`config.mk`:
```
export PLATFORM = sky130hd
export DESIGN_NAME = dcb_log_cell
export DESIGN_NICKNAME = d
export VERILOG_FILES = /design/src/rtl/core/dcb_pkg.sv /design/src/rtl/core/dcb_log_cell.sv
export SDC_FILE = /design/constraint.sdc
export NUM_CORES = 1
export LEC_CHECK = 0
export BUFFER_PORTS_ARGS = -buffer_cell sky130_fd_sc_hd__buf_2
export CELL_PAD_IN_SITES_DETAIL_PLACEMENT = 1
export CELL_PAD_IN_SITES_GLOBAL_PLACEMENT = 1
export CORE_AREA = 5 5 250 252
export CTS_BUF_LIST = sky130_fd_sc_hd__clkbuf_2
export DETAILED_ROUTE_END_ITERATION = 8
export DIE_AREA = 0 0 255 257
export PLACE_DENSITY_LB_ADDON = 0.08
export SLEW_MARGIN = 20
export SYNTH_ARGS = -nofsm -noshare
export SYNTH_HDL_FRONTEND = slang
export SYNTH_SLANG_ARGS = --single-unit
```
`constraint.sdc`:
```
create_clock -name clk -period 12.2 [get_ports clk]
set_clock_uncertainty 0.2 [all_clocks]
set_input_delay 2.44 -clock clk [delete_from_list [all_inputs] [get_ports clk]]
set_output_delay 2.44 -clock clk [all_outputs]
set_load 0.02 [all_outputs]
```
`src/rtl/core/dcb_pkg.sv`:
```
// ----------------------------------------------------------------------------
// dcb_pkg: shared types and constants of the Crystal Ball evaluator
// Region and register codes, the shift-add log table, the words handed along
// the cell chains.
// ----------------------------------------------------------------------------
package dcb_pkg;

  localparam int MAX_STAGES        = 40;
  localparam int CORDIC_STAGES_DEF = 24;

  // result region, carried as tuser
  typedef enum logic [1:0] {
    REGION_LEFT  = 2'd0,
    REGION_CORE  = 2'd1,
    REGION_RIGHT = 2'd2
  } region_t;

  // configuration register indexes
  typedef enum logic [2:0] {
    CFG_MEAN        = 3'd0,
    CFG_WIDTH       = 3'd1,
    CFG_LEFT_CUT    = 3'd2,
    CFG_LEFT_POWER  = 3'd3,
    CFG_RIGHT_CUT   = 3'd4,
    CFG_RIGHT_POWER = 3'd5
  } cfg_index_t;

  typedef logic [39:0] ln_tab_t [0:MAX_STAGES];

  // ln(1 + 2^-i) in Q.40 for i >= 1, ln 2 at entry zero; series in Q.62
  function automatic ln_tab_t build_ln_tab();
    ln_tab_t            t;
    logic [63:0]        s;
    logic signed [63:0] acc;
    logic [63:0]        term;
    s = '0;
    for (int k = 1; k <= 62; k++) begin
      s = s + ((64'd1 << (62 - k)) / 64'(k));
    end
    t[0] = 40'((s + (64'd1 << 21)) >> 22);
    for (int i = 1; i <= MAX_STAGES; i++) begin
      acc = '0;
      for (int k = 1; i * k <= 62; k++) begin
        term = (64'd1 << (62 - i * k)) / 64'(k);
        if (k % 2 == 1) begin
          acc = acc + $signed(term);
        end else begin
          acc = acc - $signed(term);
        end
      end
      t[i] = 40'(($unsigned(acc) + (64'd1 << 21)) >> 22);
    end
    return t;
  endfunction

  localparam ln_tab_t     LN_TAB = build_ln_tab();
  localparam logic [39:0] LN2    = LN_TAB[0];

  // divider word: dividend bits shift out at the top, quotient bits in below
  typedef struct packed {
    logic        neg;
    logic [47:0] bits;
    logic [30:0] rem;
  } div_word_t;

  typedef struct packed {
    logic [22:0] n;
    logic [40:0] base;
    region_t     region;
  } tail_side_t;

  typedef struct packed {
    logic [63:0] vn;
    logic [63:0] vd;
    logic [5:0]  lzn;
    logic [5:0]  lzd;
    tail_side_t  side;
  } norm_word_t;

  typedef struct packed {
    logic [40:0] m;
    logic [41:0] p;
    logic [40:0] acc;
    logic [5:0]  k;
  } log_lane_t;

  typedef struct packed {
    log_lane_t  ln_num;
    log_lane_t  ln_den;
    tail_side_t side;
  } log_word_t;

  typedef struct packed {
    logic [44:0] rem;
    logic [5:0]  k;
    logic        zero;
    logic        big;
    region_t     region;
  } qd_word_t;

  typedef struct packed {
    logic [39:0] r;
    logic [41:0] y;
    logic [5:0]  k;
    logic        zero;
    logic        big;
    region_t     region;
  } exp_word_t;

endpackage

```
`src/rtl/core/dcb_log_cell.sv`:
```
// ----------------------------------------------------------------------------
// dcb_log_cell: one shift-add step of the logarithm, both lanes
// Multiplies p by (1 + 2^-STAGE) where it stays at or below the mantissa and
// adds ln(1 + 2^-STAGE) to the sum.
// ----------------------------------------------------------------------------
module dcb_log_cell #(
  parameter int STAGE = 1
) (
  input  logic               clk,
  input  logic               rst,
  input  logic               en,
  input  logic               in_valid,
  input  dcb_pkg::log_word_t in_word,
  output logic               out_valid,
  output dcb_pkg::log_word_t out_word
);
  import dcb_pkg::*;

  function automatic log_lane_t lane_step(log_lane_t l);
    logic [41:0] q;
    log_lane_t   o;
    o = l;
    q = l.p + (l.p >> STAGE);
    if (q <= {1'b0, l.m}) begin
      o.p   = q;
      o.acc = l.acc + 41'(LN_TAB[STAGE]);
    end
    return o;
  endfunction

  log_word_t step;

  always_comb begin
    step        = in_word;
    step.ln_num = lane_step(in_word.ln_num);
    step.ln_den = lane_step(in_word.ln_den);
  end

  always_ff @(posedge clk) begin
    if (rst) begin
      out_valid <= 1'b0;
    end else if (en) begin
      out_valid <= in_valid;
    end
  end

  always_ff @(posedge clk) begin
    if (en) begin
      out_word <= step;
    end
  end

endmodule

```
**Word-level counts from Yosys, hierarchy flattened**

Cells that the tools add are included.

- Add/sub/neg operators: 4
- Magnitude comparators: 2
- Multiplexer cells: 2

Operator list:

| operator | number |
|---|---|
| 2-to-1 mux 83 bit | 2 |
| adder 42 x 41 -> 42 bit | 2 |
| <= comparator 42 x 41 -> 1 bit | 2 |
| adder 41 x 39 -> 41 bit, second input constant | 2 |

- Register bits: 327
- Input port bits: 330
- Output and inout bits: 327
- Logic and storage cells: 20

**Depth between registers and ports, before layout**

Gate-level depths: netlist (run 1).

- Depth after elaboration: 3
- Gate-level depth with buffers: 25
- Gate-level depth less buffers: 23

**Worst setup path before layout (run 1)**

No wires, ideal clock.

- Kind: input to register
- Start: input in_word[247] (netlist name)
- End: register out_word[208] (netlist name) (data pin)
- Setup time: 0.258 ns
- Arrival time: 6.731 ns
- Path slack: 5.011 ns
- Stages: 22
- Path buffers: 1
- Path through: ha_1 -> o211ai_1 -> o211a_1 -> o31a_1 -> o211a_1 -> o21ai_0 -> a311o_1 -> nand3_1 -> a21oi_1 -> xor2_1 -> ha_1 -> a21o_1 -> a21o_1 -> a21oi_1 -> a2bb2oi_1 -> a21o_1 -> a31oi_1 -> a2111oi_2 -> a211oi_2 -> buf_2 -> or3_1 -> xnor2_1

RTL lines:

| what | line | RTL |
|---|---|---|
| start: declaration | dcb_log_cell.sv:13 | `input dcb_pkg::log_word_t in_word,` |
| end signal: assignment | dcb_log_cell.sv:49 | `out_word <= step;` |
| end: declaration | dcb_log_cell.sv:15 | `output dcb_pkg::log_word_t out_word` |

==> out/results.ini, run 1 <==
[timing]
fin_ws_ns = 3.70
max_slew_margin_pct = 28.2
fmax_mhz = 118
fin_crit_ns = 8.50
setup_viol = 0
rsz0062_at_grt = false
slew_viol_final = 0
whs_ns = 0.305
finalHoldViolCount = 0
period_share_pct = 69.7
setup_tns_ns = 0
tightest_slew_ns = 1.08

[clock_tree]
postCtsSetupRepairBufs = 0
clk_latency_ns = 1.03
cts_resized = 0
cts_hold_buf = 0
root_buffer = clkbuf_2
clk_pin_slew_ns = 0.09
h-tree-depth = 3
numCtsBuffers = 94
cts_tree = done
cts_sinks = 327
clockBufferDepth = 3

[critical_path]
cp_cell_sequence = buf_2 -> ha_1 -> o211ai_1 -> o211a_1 -> o31a_1 -> and2_1 -> o21ai_0 -> a31oi_1 -> o21ai_0 -> xor2_1 -> ha_1 -> nand4_1 -> nor4_1 -> o21ai_0 -> a31oi_1 -> o211ai_1 -> a31oi_1 -> nor2_1 -> a211oi_4 -> buf_12 -> mux2_2
cp_data_required_time_ns = 12.72
rr_worst_depth = 2
critical_path.top_delay_family = compound AO/OA/AOI/OAI gates
start_kind = primary input
critPathBufInv = 2
max_stage_delay_ns = 0.92
crit_path_end_kind = register
critical_path_class = primary input to register
critPathArrivalTime_ns = 9.02
crit_cells = 21
crit_fanout = 78
critPathSlowestCell = nor4_1

[route]
routed_wl_um = 72500
wl_per_cell_um = 22.7
first_pass_iters = 4
detail-route-antenna-nets = 0
drt_iter0_drc = 616
vias_per_cell = 4.95
drc = 0
vias = 15825

[global_route]
grt_max_degree = 106
grt_pass1_wl_um = 106000
first_global_vias = 17106
grt_antenna_before_repair = 22
overflow = 0
grt_usage_pct = 21.1

[place]
dp_slack_ns = 2.78
io_buffers = 656
gp_congestion = 0.829
post-dp-hpwl_um = 59100

[synthesis]
yosysSeqAreaShare_pct = 51.5
synth_edf_count = 326
syn_avg_cell_area_um2 = 11.8
yosysUniqueCellTypes = 75
synth-warning-count = 0
syn_inst = 1619
synth-seq-cells = 327
synth_ff_type = edfxtp_1
synthesis.area_mm2 = 0.0190
async_flop_share_pct = 0
synth_nets = 2117

[floorplanning]
die_area_mm2 = 0.0655
start_util_pct = 31.8
die_w_um = 255
num_rows = 90
placeableCoreArea_mm2 = 0.0599
die_y_um = 257
num_io_pins = 657

[cells_and_area]
final_layout_size_suffix_gt1_share_pct = 36.9
layout.area.seq_mm2 = 0.00981
multi_input_area_mm2 = 0.00867
fill_cells = 6957
final_nets = 2847
area_growth_pct = 26.4
fin_util_pct = 40.2

[job]
maxCapViolations = 0

[power_and_ir_drop]
leakage_nw = 10.9
ir_drop_mv = 0.0604
powerDensity_mw_per_mm2 = 140
total_power_mw = 3.37

[status]
status = complete, no violations

[hold_path]
hold-path-cell-count = 2
hold_class = register to register

## worst register-to-register path: stages, from the launching register on
cell and delay (ns):
dfxtp_1 0.32, mux2i_1 0.12, nor2_1 0.05
## cell usage after synthesis (6+ instances only)
cell type | number | area (um2)
nand2_1 | 86 | 323
buf_2 | 14 | 70.1
nand3_1 | 26 | 130
a21oi_1 | 127 | 636
ha_1 | 166 | 2080
and3_1 | 13 | 81.3
o21bai_1 | 10 | 75.1
or4_1 | 6 | 45.0
nor3_1 | 26 | 130
clkbuf_1 | 7 | 26.3
buf_4 | 7 | 52.6
a211oi_1 | 12 | 90.1
a31oi_1 | 12 | 75.1
nor3b_1 | 6 | 45.0
o21a_1 | 10 | 75.1
a21o_1 | 58 | 435
nand4_1 | 26 | 163
nor2b_1 | 15 | 93.8
nor4_1 | 15 | 93.8
nor2_1 | 101 | 379
inv_1 | 118 | 443
o21ai_0 | 69 | 345
nand2b_1 | 18 | 113
xnor2_1 | 68 | 596
or3_1 | 12 | 75.1
mux2_2 | 55 | 619
mux2_1 | 23 | 259
o31ai_1 | 6 | 45.0
edfxtp_1 | 326 | 9790
xor2_1 | 85 | 744
o211ai_1 | 8 | 60.1
## per-layer routing
layer | wire [um] | global-route usage [%] | vias to the layer above
met5 | 163 | 0 | -
met3 | 5070 | 5.74 | 103
met1 | 28600 | 24.2 | 7650
met2 | 37200 | 38.2 | 472
met4 | 1460 | 6.11 | 24
li1 | - | - | 7576
## power by group
group,switching (mW),leakage [nW],internal [mW]
clock,0.500,0.618,0.334
combinational,0.694,7.08,0.405
sequential,0.0377,3.20,1.40
total,1.23,10.9,2.14
## cell families (layout without fill, tap and decap cells)
| family | count (synthesis) | count (layout) | share of synthesized area, % |
|---|---|---|---|
| muxes | 79 | 79 | 4.66 |
| buffers and inverters | 146 | 934 | 3.11 |
| and+or+nand+nor | 375 | 375 | 9.90 |
| adders and majority gates | 168 | 168 | 11.1 |
| xor gates and xnor gates | 153 | 153 | 7.03 |
| DFF | 327 | 327 | 51.5 |
| other | 0 | 7 | 0 |
| AOI/OAI and AO/OA | 371 | 371 | 12.7 |
## layout make-up
class | count | share of cell area [%]
flip-flops and latches | 327 | 40.7
multi-input cells | 1146 | 36.0
repair buffers | 662 | 13.9
well taps | 782 | 4.06
clock buffers | 133 | 2.76
inverters | 118 | 1.84
clock inverters | 21 | 0.629
diodes | 7 | 0.0727
## state kept, by name, indices dropped and copies added, names as in the netlist
register / cells
out_word: 326
out_valid: 1
## stage by stage
| step | instance area (um2) | std cells |
|---|---|---|
| finish | 24100 | 3196 |
| global placement | 23200 | 3035 |
| floorplan | 19000 | 1619 |
| CTS | 24100 | 3189 |
| detailed placement | 23200 | 3035 |
| global route | 24100 | 3194 |
## cell usage in the layout (no fill, tap or decap), types with 5 or more instances in the layout
master    count
and2_1        5
nor2b_1      15
a211oi_1     12
nor2_1      101
diode_2       7
xnor2_1      68
o31ai_1       6
a31oi_1      12
o21bai_1     10
edfxtp_1    326
a21o_1       58
mux2_1       23
a21oi_1     127
nand2_1      86
nand2b_1     18
buf_4         5
and3_1       13
clkinv_1     13
mux2_2       55
or4_1         6
nand3_1      26
nor4_1       15
o21a_1       10
nand4_1      26
clkbuf_2    133
nor3_1       26
inv_1       118
xor2_1       85
o21ai_0      69
or3_1        12
buf_2       655
ha_1        166
o21ai_1       5
nor3b_1       6
o211ai_1      8
## final timing paths
kind,from,endpoint,slack (ns)
setup / recovery,in_word[248],out_word[258],3.70
hold / removal,out_valid,out_valid,0.31
setup reg to reg,out_valid,out_valid,11.42
hold reg to reg,out_valid,out_valid,0.31
Power figures use the tool's default switching activity.
==> run 2, diff against run 1 <==
--- a/config.mk
+++ b/config.mk
@@ -5,13 +5,15 @@
 export SDC_FILE = /design/constraint.sdc
 export NUM_CORES = 1
 export LEC_CHECK = 0
+export ABC_AREA = 1
 export BUFFER_PORTS_ARGS = -buffer_cell sky130_fd_sc_hd__buf_2
 export CELL_PAD_IN_SITES_DETAIL_PLACEMENT = 1
 export CELL_PAD_IN_SITES_GLOBAL_PLACEMENT = 1
-export CORE_AREA = 5 5 250 252
+export CORE_ASPECT_RATIO = 0.8
+export CORE_MARGIN = 5
+export CORE_UTILIZATION = 39
 export CTS_BUF_LIST = sky130_fd_sc_hd__clkbuf_2
 export DETAILED_ROUTE_END_ITERATION = 8
-export DIE_AREA = 0 0 255 257
 export PLACE_DENSITY_LB_ADDON = 0.08
 export SLEW_MARGIN = 20
 export SYNTH_ARGS = -nofsm -noshare
==> constraint.sdc (replaced) <==
create_clock -name clk -period 8.05 [get_ports clk]
set_clock_uncertainty 0.2 [all_clocks]
set_input_delay 1.61 -clock clk [delete_from_list [all_inputs] [get_ports clk]]
set_output_delay 1.61 -clock clk [all_outputs]
set_load 0.02 [all_outputs]
==> out/results.ini, run 2 <==
[clock_tree]
clk_pin_slew_ns = 0.11  ; was 0.09 ns
root_buffer = clkbuf_2  ; unchanged
postCtsSetupRepairBufs = 0  ; unchanged
numCtsBuffers = 89  ; was 94
cts_hold_buf = 0  ; unchanged
clockBufferDepth = 3  ; unchanged
cts_sinks = 327  ; unchanged
cts_tree = done  ; unchanged
clk_latency_ns = 1.06  ; was 1.03 ns
cts_resized = 0  ; unchanged
h-tree-depth = 3  ; unchanged

[synthesis]
synth_edf_count = 326  ; unchanged
synth_nets = 3239  ; was 2117
synth_top_area_share_pct = 43.6  ; was 51.4%
synth-seq-cells = 327  ; unchanged
syn_avg_cell_area_um2 = 8.19  ; was 11.8 um2
yosysUniqueCellTypes = 46  ; was 75
synth_ff_type = edfxtp_1  ; unchanged
synth_area_leaders = edfxtp_1, nand2_1, ha_1  ; was edfxtp_1, ha_1, xor2_1
synthesis.area_mm2 = 0.0225  ; was 0.0190 mm2
synth-warning-count = 0  ; unchanged
yosysTopAreaCell = edfxtp_1  ; unchanged
syn_inst = 2741  ; was 1619
yosysSeqAreaShare_pct = 43.7  ; was 51.5%
synth_most_common_cell = nand2_1  ; was edfxtp_1
async_flop_share_pct = 0  ; unchanged
synth_common_cells = nand2_1, inv_1, edfxtp_1  ; was edfxtp_1, ha_1, a21oi_1

[critical_path]
start_kind = primary input  ; unchanged
cp_data_required_time_ns = 8.80  ; was 12.72 ns
r2r_start = out_valid  ; unchanged
crit_fanout = 82  ; was 78
crit_path_end_kind = register  ; unchanged
critical_path_class = primary input to register  ; unchanged
critPathArrivalTime_ns = 6.81  ; was 9.02 ns
crit_path_start = in_word[114]  ; was in_word[248]

[place]
post-dp-hpwl_um = 77400  ; was 59100 um
gp_congestion = 0.946  ; was 0.829
dp.cells = 4112  ; was 3035
io_buffers = 656  ; unchanged

[route]
drc = 0  ; unchanged
vias = 22466  ; was 15825
drt_iter0_drc = 1349  ; was 616
vias_per_cell = 5.25  ; was 4.95
routed_wl_um = 94100  ; was 72500 um
detail-route-antenna-nets = 0  ; unchanged
wl_per_cell_um = 22.0  ; was 22.7 um
first_pass_iters = 5  ; was 4

[floorplanning]
start_util_pct = 39.5  ; was 31.8%
placeableCoreArea_mm2 = 0.0569  ; was 0.0599 mm2
die_y_um = 225  ; was 257 um
die_area_mm2 = 0.0625  ; was 0.0655 mm2
die_w_um = 278  ; was 255 um
num_rows = 78  ; was 90
num_io_pins = 657  ; unchanged

[cells_and_area]
reg.largest.list = out_word (326), out_valid (1)  ; unchanged
area_growth_pct = 21.8  ; was 26.4%
top_register = out_word  ; unchanged
final_layout_size_suffix_gt1_share_pct = 23.3  ; was 36.9%
final_cell_mix = nand2_1, buf_2, inv_1  ; was buf_2, edfxtp_1, ha_1
final_common_cell = nand2_1  ; was buf_2
final_nets = 3941  ; was 2847
largest_register_ffs = 326  ; unchanged
layoutNonFillerInstCount = 4276  ; was 3196

[global_route]
grt_pass1_wl_um = 142000  ; was 106000 um
first_global_vias = 23503  ; was 17106
grt_max_degree = 115  ; was 106
grt_antenna_before_repair = 15  ; was 22
overflow = 0  ; unchanged
grt_usage_pct = 28.8  ; was 21.1%

[timing]
whs_ns = 0.372  ; was 0.305 ns
tightest_slew_ns = 0.909  ; was 1.08 ns
slew_viol_final = 0  ; unchanged
setup_viol = 0  ; unchanged
rsz0062_at_grt = false  ; unchanged
fin_crit_ns = 6.07
period_share_pct = 75.4
finalHoldViolCount = 0  ; unchanged
fmax_mhz = 165
setup_tns_ns = 0  ; unchanged
max_slew_margin_pct = 38.7  ; was 28.2%

[power_and_ir_drop]
leakage_nw = 13.6  ; was 10.9 nW
powerDensity_mw_per_mm2 = 199  ; was 140 mW/mm2
ir_drop_mv = 0.132  ; was 0.0604 mV

[hold_path]
hold_start = out_valid  ; unchanged
hold_class = register to register  ; unchanged

[job]
maxCapViolations = 0  ; unchanged

[status]
status = complete, no violations  ; unchanged

## run 2: critical path, cell delays in order
cell and delay [ns]:
buf_2 0.13, ha_1 0.19, inv_1 0.07, fa_1 0.26, inv_1 0.15, nand3_1 0.10, nand2_1 0.19, a21oi_1 0.27
inv_1 0.13, a21oi_1 0.40, o21ai_0 0.21, xor2_1 0.21, ha_1 0.31, nand3_1 0.18, nor4_1 0.76, nand4_1 0.61
nand2_8 0.64, nand2_1 0.17, nand2_1 0.12
## run 2: final timing paths
check                                    end  slack [ns]  depth (start not counted)
worst min register to register     out_valid        0.37                          2
worst max-delay path            out_word[89]        1.98                         19
worst max register to register     out_valid        7.19                          2
worst min-delay path               out_valid        0.37                          2
## run 2: power by group
| part | total [mW] | internal, mW | leakage, nW | switching [mW] |
|---|---|---|---|---|
| combinational | 1.95 | 0.595 | 9.77 | 1.36 |
| clock | 1.30 | 0.530 | 0.629 | 0.766 |
| sequential | 2.21 | 2.14 | 3.19 | 0.0655 |
## run 2: cell type report
cell class / instances / area, um2
tap: 760 / 951
sequential: 327 / 9810
clock inverter: 29 / 209
multi-input combinational: 2010 / 11000
inverter: 348 / 1310
timing repair buffer: 667 / 3400
antenna: 6 / 15.0
clock buffer: 129 / 646
fill: 7236 / 29600
## run 2: metal layers
layer	global-route usage, %	vias up	wire length, um
met3	5.99	119	5920
met5	0	-	55
met1	36.7	10933	39800
met2	50.6	701	46400
met4	6.89	8	2000
li1	-	10705	-
## run 2: cell families (layout without fill, tap and decap cells)
logic type | Yosys count | in the layout | share of synthesized area, %
buffers and inverters | 404 | 1173 | 7.32
adders and majority gates | 168 | 168 | 9.43
xor gates and xnor gates | 141 | 141 | 5.50
DFF | 327 | 327 | 43.7
muxes | 1 | 1 | 0.0446
AOI/OAI and AO/OA | 349 | 349 | 8.88
other | 0 | 6 | 0
and+or+nand+nor | 1351 | 1351 | 25.2
## run 2: per-stage QoR
stage / worst slack (ns) / util [%] / total power, mW / instance area (um2)
2_1_floorplan: 3.02 / - / 3.43 / 22500
3_3_place_gp: 0.929 / 46.5 / 4.13 / 26500
3_5_place_dp: 0.983 / 46.5 / 4.19 / 26500
4_1_cts: 2.20 / 48.0 / 5.52 / 27300
5_1_grt: 1.79 / 48.1 / 5.80 / 27300
6_report: 1.98 / 48.1 / 5.45 / 27300
